**src/sv/assert_macros.svh**
```systemverilog
// Assertion macros shared by the RTL of the substring hash engine.
// Depends on nothing; users supply clk and arst_n in scope.
`ifndef ASSERT_MACROS_SVH
`define ASSERT_MACROS_SVH

// Clocked implication, disabled while reset is asserted.
`define CHK_IMPLY(label, ante, cons, msg) \
	label: assert property (@(posedge clk) disable iff (!arst_n) (ante) |-> (cons)) \
		else $error(msg);

// Clocked invariant, disabled while reset is asserted.
`define CHK_ALWAYS(label, cond, msg) \
	label: assert property (@(posedge clk) disable iff (!arst_n) (cond)) \
		else $error(msg);

`endif

```
**src/sv/shlcp_pkg.sv**
```systemverilog
// Package for the substring hash / LCP engine: moduli, reset bases, opcodes,
// status codes, sequencer states and modular helper functions. No dependencies.
`timescale 1ns / 1ps
package shlcp_pkg;

	localparam int HASH_W = 30;
	localparam int FIELD_W = 13;
	localparam int MAX_LEN_DEF = 4096;

	localparam logic [31:0] MOD_ONE = 32'd1000000007;
	localparam logic [31:0] MOD_TWO = 32'd1000000009;
	localparam logic [HASH_W-1:0] BASE_ONE_RST = 30'd1007;
	localparam logic [HASH_W-1:0] BASE_TWO_RST = 30'd1009;

	localparam logic CFG_BASE_ONE = 1'b0;
	localparam logic CFG_BASE_TWO = 1'b1;

	typedef enum logic [1:0] {
		OP_APPEND = 2'd0,
		OP_HASH   = 2'd1,
		OP_MATCH  = 2'd2,
		OP_LCP    = 2'd3
	} op_t;

	localparam logic [1:0] ST_OK    = 2'd0;
	localparam logic [1:0] ST_RANGE = 2'd1;
	localparam logic [1:0] ST_FULL  = 2'd2;

	typedef enum logic [3:0] {
		S_IDLE,
		S_DECODE,
		S_APP_RD,
		S_APP_MPRE,
		S_APP_WPRE,
		S_APP_MPW,
		S_APP_WPW,
		S_H_RD,
		S_H_MUL,
		S_H_WAIT,
		S_LCP_STEP,
		S_DONE
	} state_t;

	// (a - b) mod m for a, b < m
	function automatic logic [HASH_W-1:0] mod_sub(input logic [HASH_W-1:0] a,
		input logic [HASH_W-1:0] b, input logic [31:0] m);
		logic [31:0] s;
		s = {2'b00, a} + m - {2'b00, b};
		if (s >= m) s = s - m;
		return s[HASH_W-1:0];
	endfunction

	// (a + c) mod m for a < m, c a byte
	function automatic logic [HASH_W-1:0] mod_add_byte(input logic [HASH_W-1:0] a,
		input logic [7:0] c, input logic [31:0] m);
		logic [31:0] s;
		s = {2'b00, a} + {24'd0, c};
		if (s >= m) s = s - m;
		return s[HASH_W-1:0];
	endfunction

endpackage

```
**src/sv/shlcp_modmul.sv**
```systemverilog
// Bit-serial modular multiplier: one multiplier bit per cycle, MSB first.
// Depends on shlcp_pkg for the operand width.
`timescale 1ns / 1ps
module shlcp_modmul #(
	parameter logic [31:0] MOD = shlcp_pkg::MOD_ONE
) (
	input  logic                          clk,
	input  logic                          arst_n,
	input  logic                          start,
	input  logic [shlcp_pkg::HASH_W-1:0]  a,
	input  logic [shlcp_pkg::HASH_W-1:0]  b,
	output logic                          done,
	output logic [shlcp_pkg::HASH_W-1:0]  res
);
	localparam int W = shlcp_pkg::HASH_W;
	localparam int CNT_W = $clog2(W);
	localparam logic [31:0] MOD2 = MOD << 1;

	logic [W-1:0] a_q, b_q, acc_q;
	logic [CNT_W-1:0] cnt_q;
	logic run_q, done_q;
	logic [31:0] t, t_red;

	// acc < MOD and a < MOD, so t < 3*MOD
	always_comb begin
		t = {1'b0, acc_q, 1'b0} + (b_q[W-1] ? {2'b00, a_q} : 32'd0);
		if (t >= MOD2) t_red = t - MOD2;
		else if (t >= MOD) t_red = t - MOD;
		else t_red = t;
	end

	always_ff @(posedge clk or negedge arst_n) begin
		if (!arst_n) begin
			run_q <= 1'b0;
			done_q <= 1'b0;
			cnt_q <= '0;
		end else begin
			done_q <= 1'b0;
			if (start) begin
				run_q <= 1'b1;
				cnt_q <= CNT_W'(W - 1);
			end else if (run_q) begin
				cnt_q <= cnt_q - 1'b1;
				if (cnt_q == '0) begin
					run_q <= 1'b0;
					done_q <= 1'b1;
				end
			end
		end
	end

	always_ff @(posedge clk) begin
		if (start) begin
			a_q <= a;
			b_q <= b;
			acc_q <= '0;
		end else if (run_q) begin
			acc_q <= t_red[W-1:0];
			b_q <= {b_q[W-2:0], 1'b0};
		end
	end

	assign done = done_q;
	assign res = acc_q;

endmodule

```
**config.mk**
```make
export PLATFORM = sky130hd
export DESIGN_NAME = shlcp_modmul
export DESIGN_NICKNAME = d
export VERILOG_FILES = /design/src/sv/assert_macros.svh /design/src/sv/shlcp_pkg.sv /design/src/sv/shlcp_modmul.sv
export SDC_FILE = /design/constraint.sdc
export NUM_CORES = 1
export LEC_CHECK = 0
export ABC_AREA = 1
export CAP_MARGIN = 15
export CORE_ASPECT_RATIO = 1.25
export CORE_MARGIN = 10
export CORE_UTILIZATION = 35
export CTS_CLUSTER_SIZE = 25
export DETAILED_ROUTE_END_ITERATION = 12
export DONT_BUFFER_PORTS = 1
export PLACE_DENSITY = 0.61
export SETUP_SLACK_MARGIN = 0.1
export SYNTH_ARGS = -nofsm -noshare
export SYNTH_HDL_FRONTEND = slang
export SYNTH_SLANG_ARGS = --single-unit
```
**constraint.sdc**
```tcl
create_clock -name clk -period 4.75 [get_ports clk]
set_input_delay 0 -clock clk [delete_from_list [all_inputs] [get_ports clk]]
set_output_delay 0 -clock clk [all_outputs]
set_load 0.005 [all_outputs]
```
==> impl_metrics.tcl, run 1 <==
set metrics [dict create \
    status "finished, final reports clean" \
    tightest_slew_ps 854 \
    final_nets 1638 \
    hold_end "a_q[27]" \
    detailed_place_hpwl_um 21700 \
    leading_area_contributor_after_synthesis "nand2_1" \
    finalMaxSlewViolations 0 \
    routed-via-count 9082 \
    final_routed_wire_length_divided_by_cell_count_um 14.8 \
    reported_net_switching_power_mw 2.78 \
    slack_of_the_worst_reg_to_reg_path_ps 710 \
    synth_fp_nets 1583 \
    syn-instance-count 1485 \
    start_util 0.355 \
    synthTopCellsByArea "nand2_1, edfxtp_1, inv_1" \
    preCtsSetupSlack_ps 731 \
    finalWorstPathRequiredPeriod_ps 4040 \
    synthesis.area_per_instance_um2 6.04 \
    cp.required_ps 5010 \
    floorplan.core_area_mm2 0.0253 \
    type_of_element_launching_the_critical_path "flip-flop" \
    cts_tree "built" \
    drive_gt1_frac 0.0926 \
    cp_max_delay_cell "fa_1" \
    cellInternalPower_mw 2.49 \
    die_x_um 163 \
    synth_area_mm2 0.00897 \
    worstSkewPairLatency_ps 370 \
    final_core_util 0.405 \
    worst-r2r-cell-count 27 \
    drt_first_pass_iters 6 \
    max_freq_mhz 247 \
    grt_usage 0.173 \
    cts_htree_levels 3 \
    synth-main-ff-cell "edfxtp_1" \
    power.combinational.fraction 0.621 \
    pin_count 94 \
    synth.yosys.seq_area_share 0.287 \
    finClkSkew_ps 17.8 \
    worst_hold_path_cells 1 \
    crit_arrival_ps 4300 \
    crit_type "flip-flop to flip-flop" \
    maximum_number_of_pins_on_one_net_before_global_route_repair 67 \
    power-per-cell-area_mw_per_mm2 514 \
    yosys-top-cells-count "nand2_1, inv_1, nand3_1" \
    synth_async_sr_flop_share 0.0722 \
    most_common_cell_on_crit_path "nand2_1" \
    worst_slew_margin_rel 0.430 \
    power.clock.fraction 0.145 \
    sequentialPowerShare 0.235 \
    wl_um 27900 \
    maximum_count_of_clock_buffers_along_a_single_path 2 \
    report.final.setup_viol 0 \
    detailedRoute.firstIterationViolations 567 \
    ys_seq_elements 97 \
    post_synth_num_cell_types 38 \
    setup_ws_ps 706 \
    report.final.hold_viol_count 0 \
    cts_inserted_buffers 9 \
    antenna_found_initial 0 \
    standard_cell_row_count 65 \
    yosysWarnings 0 \
    buf_inv_stages_crit_path 5 \
    area_growth_syn_to_layout_pct 14.3 \
    fillCellCount 2643 \
    total_power_mw 5.27 \
    placed_cells 1801 \
    yosysMostFrequentCell "nand2_1" \
    num_antenna_cells 0 \
    fin_crit_sh 0.851 \
    final-instance-count-excl-fill 1880 \
    clock_tree.root_cell "clkbuf_16" \
    worst_r2r_startpoint "b_q[29]" \
    hold_path.class "input pin to flip-flop" \
    grt_pass1_wl_um 45400 \
    finalSetupTns_ps 0 \
    grt.overflow.total 0 \
    clk_pin_slew_ps 70 \
    worst_path_largest_cell_delay_ps 390 \
    final_design_area_no_fill_mm2 0.0103 \
    min_from "start" \
    floorplan.die.height_um 199 \
    synth-edff-count 60 \
    vias_per_cell 4.83 \
    timing.max_cap.violations 0 \
    dieArea_mm2 0.0325 \
    critical_path.max_fanout 30 \
    ir_worst_vdd_v 0.000321 \
    yosys.area.top_type_share 0.292 \
    timing.critical_path.to_type "flip-flop" \
    detail_route.drc_violations 0 \
    power.share.switching 0.527 \
    fin_worst_hold_slack_ps 12.1 \
    placement.cell_area_mm2 0.00931 \
    first_global_vias 8957 \
    static_leakage_nw 5.52 \
    port_buffers 0 \
    grt_setup_unrepaired "no" \
    r2r-end "res[29]" \
    timing.critical_path.max_delay_family "simple AND/OR/NAND/NOR gates" \
    numClockSinks 97 \
    route.antenna.remaining_nets 0 \
    place_congestion 0.893 \
]
[power groups by stage]
| stage | logic, mW | registers [mW] | clock network [mW] |
|---|---|---|---|
| 2_1_floorplan | 2.53 | 1.16 | 0 |
| 3_3_place_gp | 3.15 | 1.26 | 0 |
| 3_5_place_dp | 3.17 | 1.26 | 0 |
| 4_1_cts | 3.23 | 1.24 | 0.781 |
| 5_1_grt | 3.70 | 1.25 | 0.806 |
| 6_report | 3.27 | 1.24 | 0.762 |
[state kept, by name, summed over array words and instances, names as in the netlist]
register,cells
done,1
res,30
a_q,30
cnt_q,5
run_q,1
b_q,30
[routing by layer]
metal	share of wire	global-route usage
met1	0.42	0.199
met2	0.50	0.311
met3	0.057	0.0372
met4	0.023	0.0565
met5	0	0
[what timing repair did]
| item | 4_1_cts | 5_1_grt |
|---|---|---|
| hold buffers | 63 | 0 |
| buffers inserted | 0 | 0 |
| gates resized for setup | 0 | 0 |
| hold endpoints to repair | 118 | 0 |
[worst reg2reg max path, delay by kind of cell (launching register included)]
| family | cells | cell delay, ps |
|---|---|---|
| adders and majority gates | 2 | 610 |
| buffers and inverters | 5 | 910 |
| DFF | 1 | 320 |
| and+or+nand+nor | 20 | 2120 |
[cell type report]
class,instances,area [µm²],area share
Multi-Input combinational cell,1140,5410,0.528
Tap cell,335,419,0.0409
Inverter,222,833,0.0813
Clock buffer,11,233,0.0227
Sequential cell,97,2580,0.251
Clock inverter,5,65.1,0.00635
Timing Repair Buffer,70,713,0.0696
[how the worst max path moves through the flow]
stage                 start  endpoint  slack [ps]  cells after the start
floorplan           b_q[29]   res[10]        1230                     28
global placement    b_q[29]   res[29]         770                     27
global route        b_q[29]   res[29]         330                     27
detailed placement  b_q[29]   res[29]         730                     27
CTS                 b_q[29]   res[29]         710                     27
finish              b_q[29]   res[29]         710                     27
[cell usage in the layout (no fill, tap or decap), types with 22 or more instances in the layout]
| master | synthesis | layout |
|---|---|---|
| o21ai_0 | 22 | 22 |
| dlygate4sd3_1 | 0 | 62 |
| inv_2 | 29 | 29 |
| edfxtp_1 | 60 | 60 |
| a21oi_1 | 25 | 25 |
| xor2_1 | 26 | 26 |
| nand2_1 | 697 | 697 |
| nor2_1 | 93 | 91 |
| dfxtp_1 | 30 | 30 |
| nor2_2 | 21 | 22 |
| inv_1 | 189 | 189 |
| nand2_2 | 33 | 33 |
| nand3_1 | 99 | 99 |
| ha_1 | 34 | 34 |
[cell families after synthesis]
family / synth area share
simple gates: 0.476
xor+xnor: 0.0293
buf+inv: 0.111
fa+ha+maj: 0.0496
compound gates: 0.0474
flops: 0.287
Note: power is estimated with default switching activity, not from simulation.
==> run 2: changes to the inputs <==
Settings changed: CTS_CLUSTER_SIZE 25 to 8, PLACE_DENSITY 0.61 to unset.
==> run 2 against run 1 <==
Effect of this change:
- die area is the same
- clock skew shrank 5.6 ps
- final cell count grew 0.21%
- maximum frequency shrank 1.9%
- global-route usage shrank 0.12 points
- non-clock buffer count grew 4
- sequential cell count is the same
- critical endpoint is now res[0]
- largest cell class unchanged
==> impl_metrics.tcl, run 2 (synthesized netlist as in run 1, its figures left out) <==
set metrics [dict create \
    status "finished, final reports clean" \
    finClkSkew_ps 12.2 \
    final_nets 1642 \
    type_of_element_launching_the_critical_path "flip-flop" \
    route.antenna.remaining_nets 0 \
    dieArea_mm2 0.0325 \
    report.final.hold_viol_count 0 \
    r2r-end "res[0]" \
    drt_first_pass_iters 5 \
    fillCellCount 2674 \
    fin_crit_sh 0.868 \
    numClockSinks 97 \
    final-instance-count-excl-fill 1884 \
    num_antenna_cells 0 \
    wl_um 27800 \
    most_common_cell_on_crit_path "nand2_1" \
    final_cell_mix "nand2_1, inv_1, nand3_1, nor2_1, dlygate4sd3_1" \
    cp_max_delay_cell "edfxtp_1" \
    preCtsSetupSlack_ps 548 \
    finalSetupTns_ps 0 \
    cts_tree "built" \
    detail_route.drc_violations 0 \
    setup_ws_ps 627 \
    grt_setup_unrepaired "no" \
    hold_path.class "input pin to flip-flop" \
    final_design_area_no_fill_mm2 0.0103 \
    maximum_number_of_pins_on_one_net_before_global_route_repair 65 \
    finalWorstPathRequiredPeriod_ps 4120 \
    final_routed_wire_length_divided_by_cell_count_um 14.8 \
    worst_hold_path_cells 1 \
    power-per-cell-area_mw_per_mm2 514 \
    floorplan.core_area_mm2 0.0253 \
    die_x_um 163 \
    timing.critical_path.max_delay_family "simple AND/OR/NAND/NOR gates" \
    grt.overflow.total 0 \
    min_from "start" \
    routed-via-count 9090 \
    crit_type "flip-flop to flip-flop" \
    finalMaxSlewViolations 0 \
    buf_inv_stages_crit_path 6 \
    place_congestion 0.908 \
    port_buffers 0 \
    timing.max_cap.violations 0 \
    worst-r2r-cell-count 26 \
    cts_inserted_buffers 9 \
    detailedRoute.firstIterationViolations 576 \
    grt_usage 0.172 \
    detailed_place_hpwl_um 21900 \
    static_leakage_nw 5.55 \
    crit_arrival_ps 4380 \
    hold_end "a_q[29]" \
    slack_of_the_worst_reg_to_reg_path_ps 630 \
    worstSkewPairLatency_ps 360 \
    tightest_slew_ps 881 \
    worst_path_largest_cell_delay_ps 420 \
    floorplan.die.height_um 199 \
    drive_gt1_frac 0.0955 \
    cts_htree_levels 3 \
    placement.cell_area_mm2 0.00933 \
    timing.critical_path.to_type "flip-flop" \
    critical_path.max_fanout 22 \
    placed_cells 1802 \
    cp.required_ps 5010 \
    area_of_the_multi_input_gates_mm2 0.00541 \
    clock_tree.root_cell "clkbuf_16" \
    standard_cell_row_count 65 \
    cts-resized-gates 0 \
    start_util 0.355 \
    ir_worst_vdd_v 0.000269 \
    max_freq_mhz 243 \
    worst_slew_margin_rel 0.412 \
    area.sequential_mm2 0.00258 \
    area_growth_syn_to_layout_pct 15.1 \
    vias_per_cell 4.82 \
    antenna_found_initial 0 \
    grt_pass1_wl_um 45200 \
    maximum_count_of_clock_buffers_along_a_single_path 2 \
    pin_count 94 \
    first_global_vias 8882 \
    report.final.setup_viol 0 \
    layout.cells.most_common "nand2_1" \
    worst_r2r_startpoint "b_q[29]" \
    clk_pin_slew_ps 80 \
]
[run 2: cell types whose count changed in the layout (fill, tap and decap cells not counted)]
cell and change:
dlygate4sd3_1 +1, buf_12 +1, buf_4 +1, inv_8 +1, buf_8 +1, inv_6 +1
clkinv_4 -3, clkinvlp_4 +1, clkbuf_8 +1, clkinv_8 +1, clkbuf_1 -2
[run 2: area by class of cell]
| class | instances | area share |
|---|---|---|
| multi-input cells | 1140 | 0.524 |
| flip-flops and latches | 97 | 0.250 |
| inverters | 222 | 0.0807 |
| repair buffers | 74 | 0.0741 |
| well taps | 335 | 0.0406 |
| clock buffers | 10 | 0.0231 |
| clock inverters | 6 | 0.00800 |
[run 2: worst max path at each step]
| stage | from | slack, ps | to | cells after the start |
|---|---|---|---|---|
| after floorplan | b_q[29] | 1230 | res[10] | 28 |
| after global placement | b_q[29] | 10 | res[29] | 25 |
| after detailed placement | b_q[29] | 550 | res[0] | 25 |
| after CTS | b_q[29] | 520 | res[0] | 25 |
| after global routing | b_q[29] | 370 | res[14] | 26 |
| final | b_q[29] | 630 | res[0] | 26 |
[run 2: metal layers]
layer	up-vias	global-route usage	share of wire
li1	4698	-	-
met1	4104	0.201	0.43
met2	227	0.297	0.48
met3	61	0.0285	0.046
met4	0	0.0849	0.043
met5	-	0	0
[run 2: stage by stage]
step / utilization / hold slack [ps] / power (mW)
2_1_floorplan: - / -296 / 3.69
3_3_place_gp: 0.368 / -295 / 4.41
3_5_place_dp: 0.369 / -295 / 4.43
4_1_cts: 0.408 / 19.8 / 5.31
5_1_grt: 0.408 / 30.4 / 5.80
6_report: 0.408 / 18.6 / 5.30
[run 2: power breakdown]
part	leakage (nW)	switching [mW]	internal [mW]
Clock	0.154	0.366	0.436
Sequential	0.947	0.171	1.05
Combinational	4.45	2.24	1.04
Total	5.55	2.78	2.53
[run 2: repair_timing]
| item | in CTS | in global routing |
|---|---|---|
| hold buffers | 64 | 0 |
| endpoints found under the hold margin | 101 | 0 |
| buffers inserted | 0 | 2 |
| endpoints found under the setup margin | 0 | 1 |
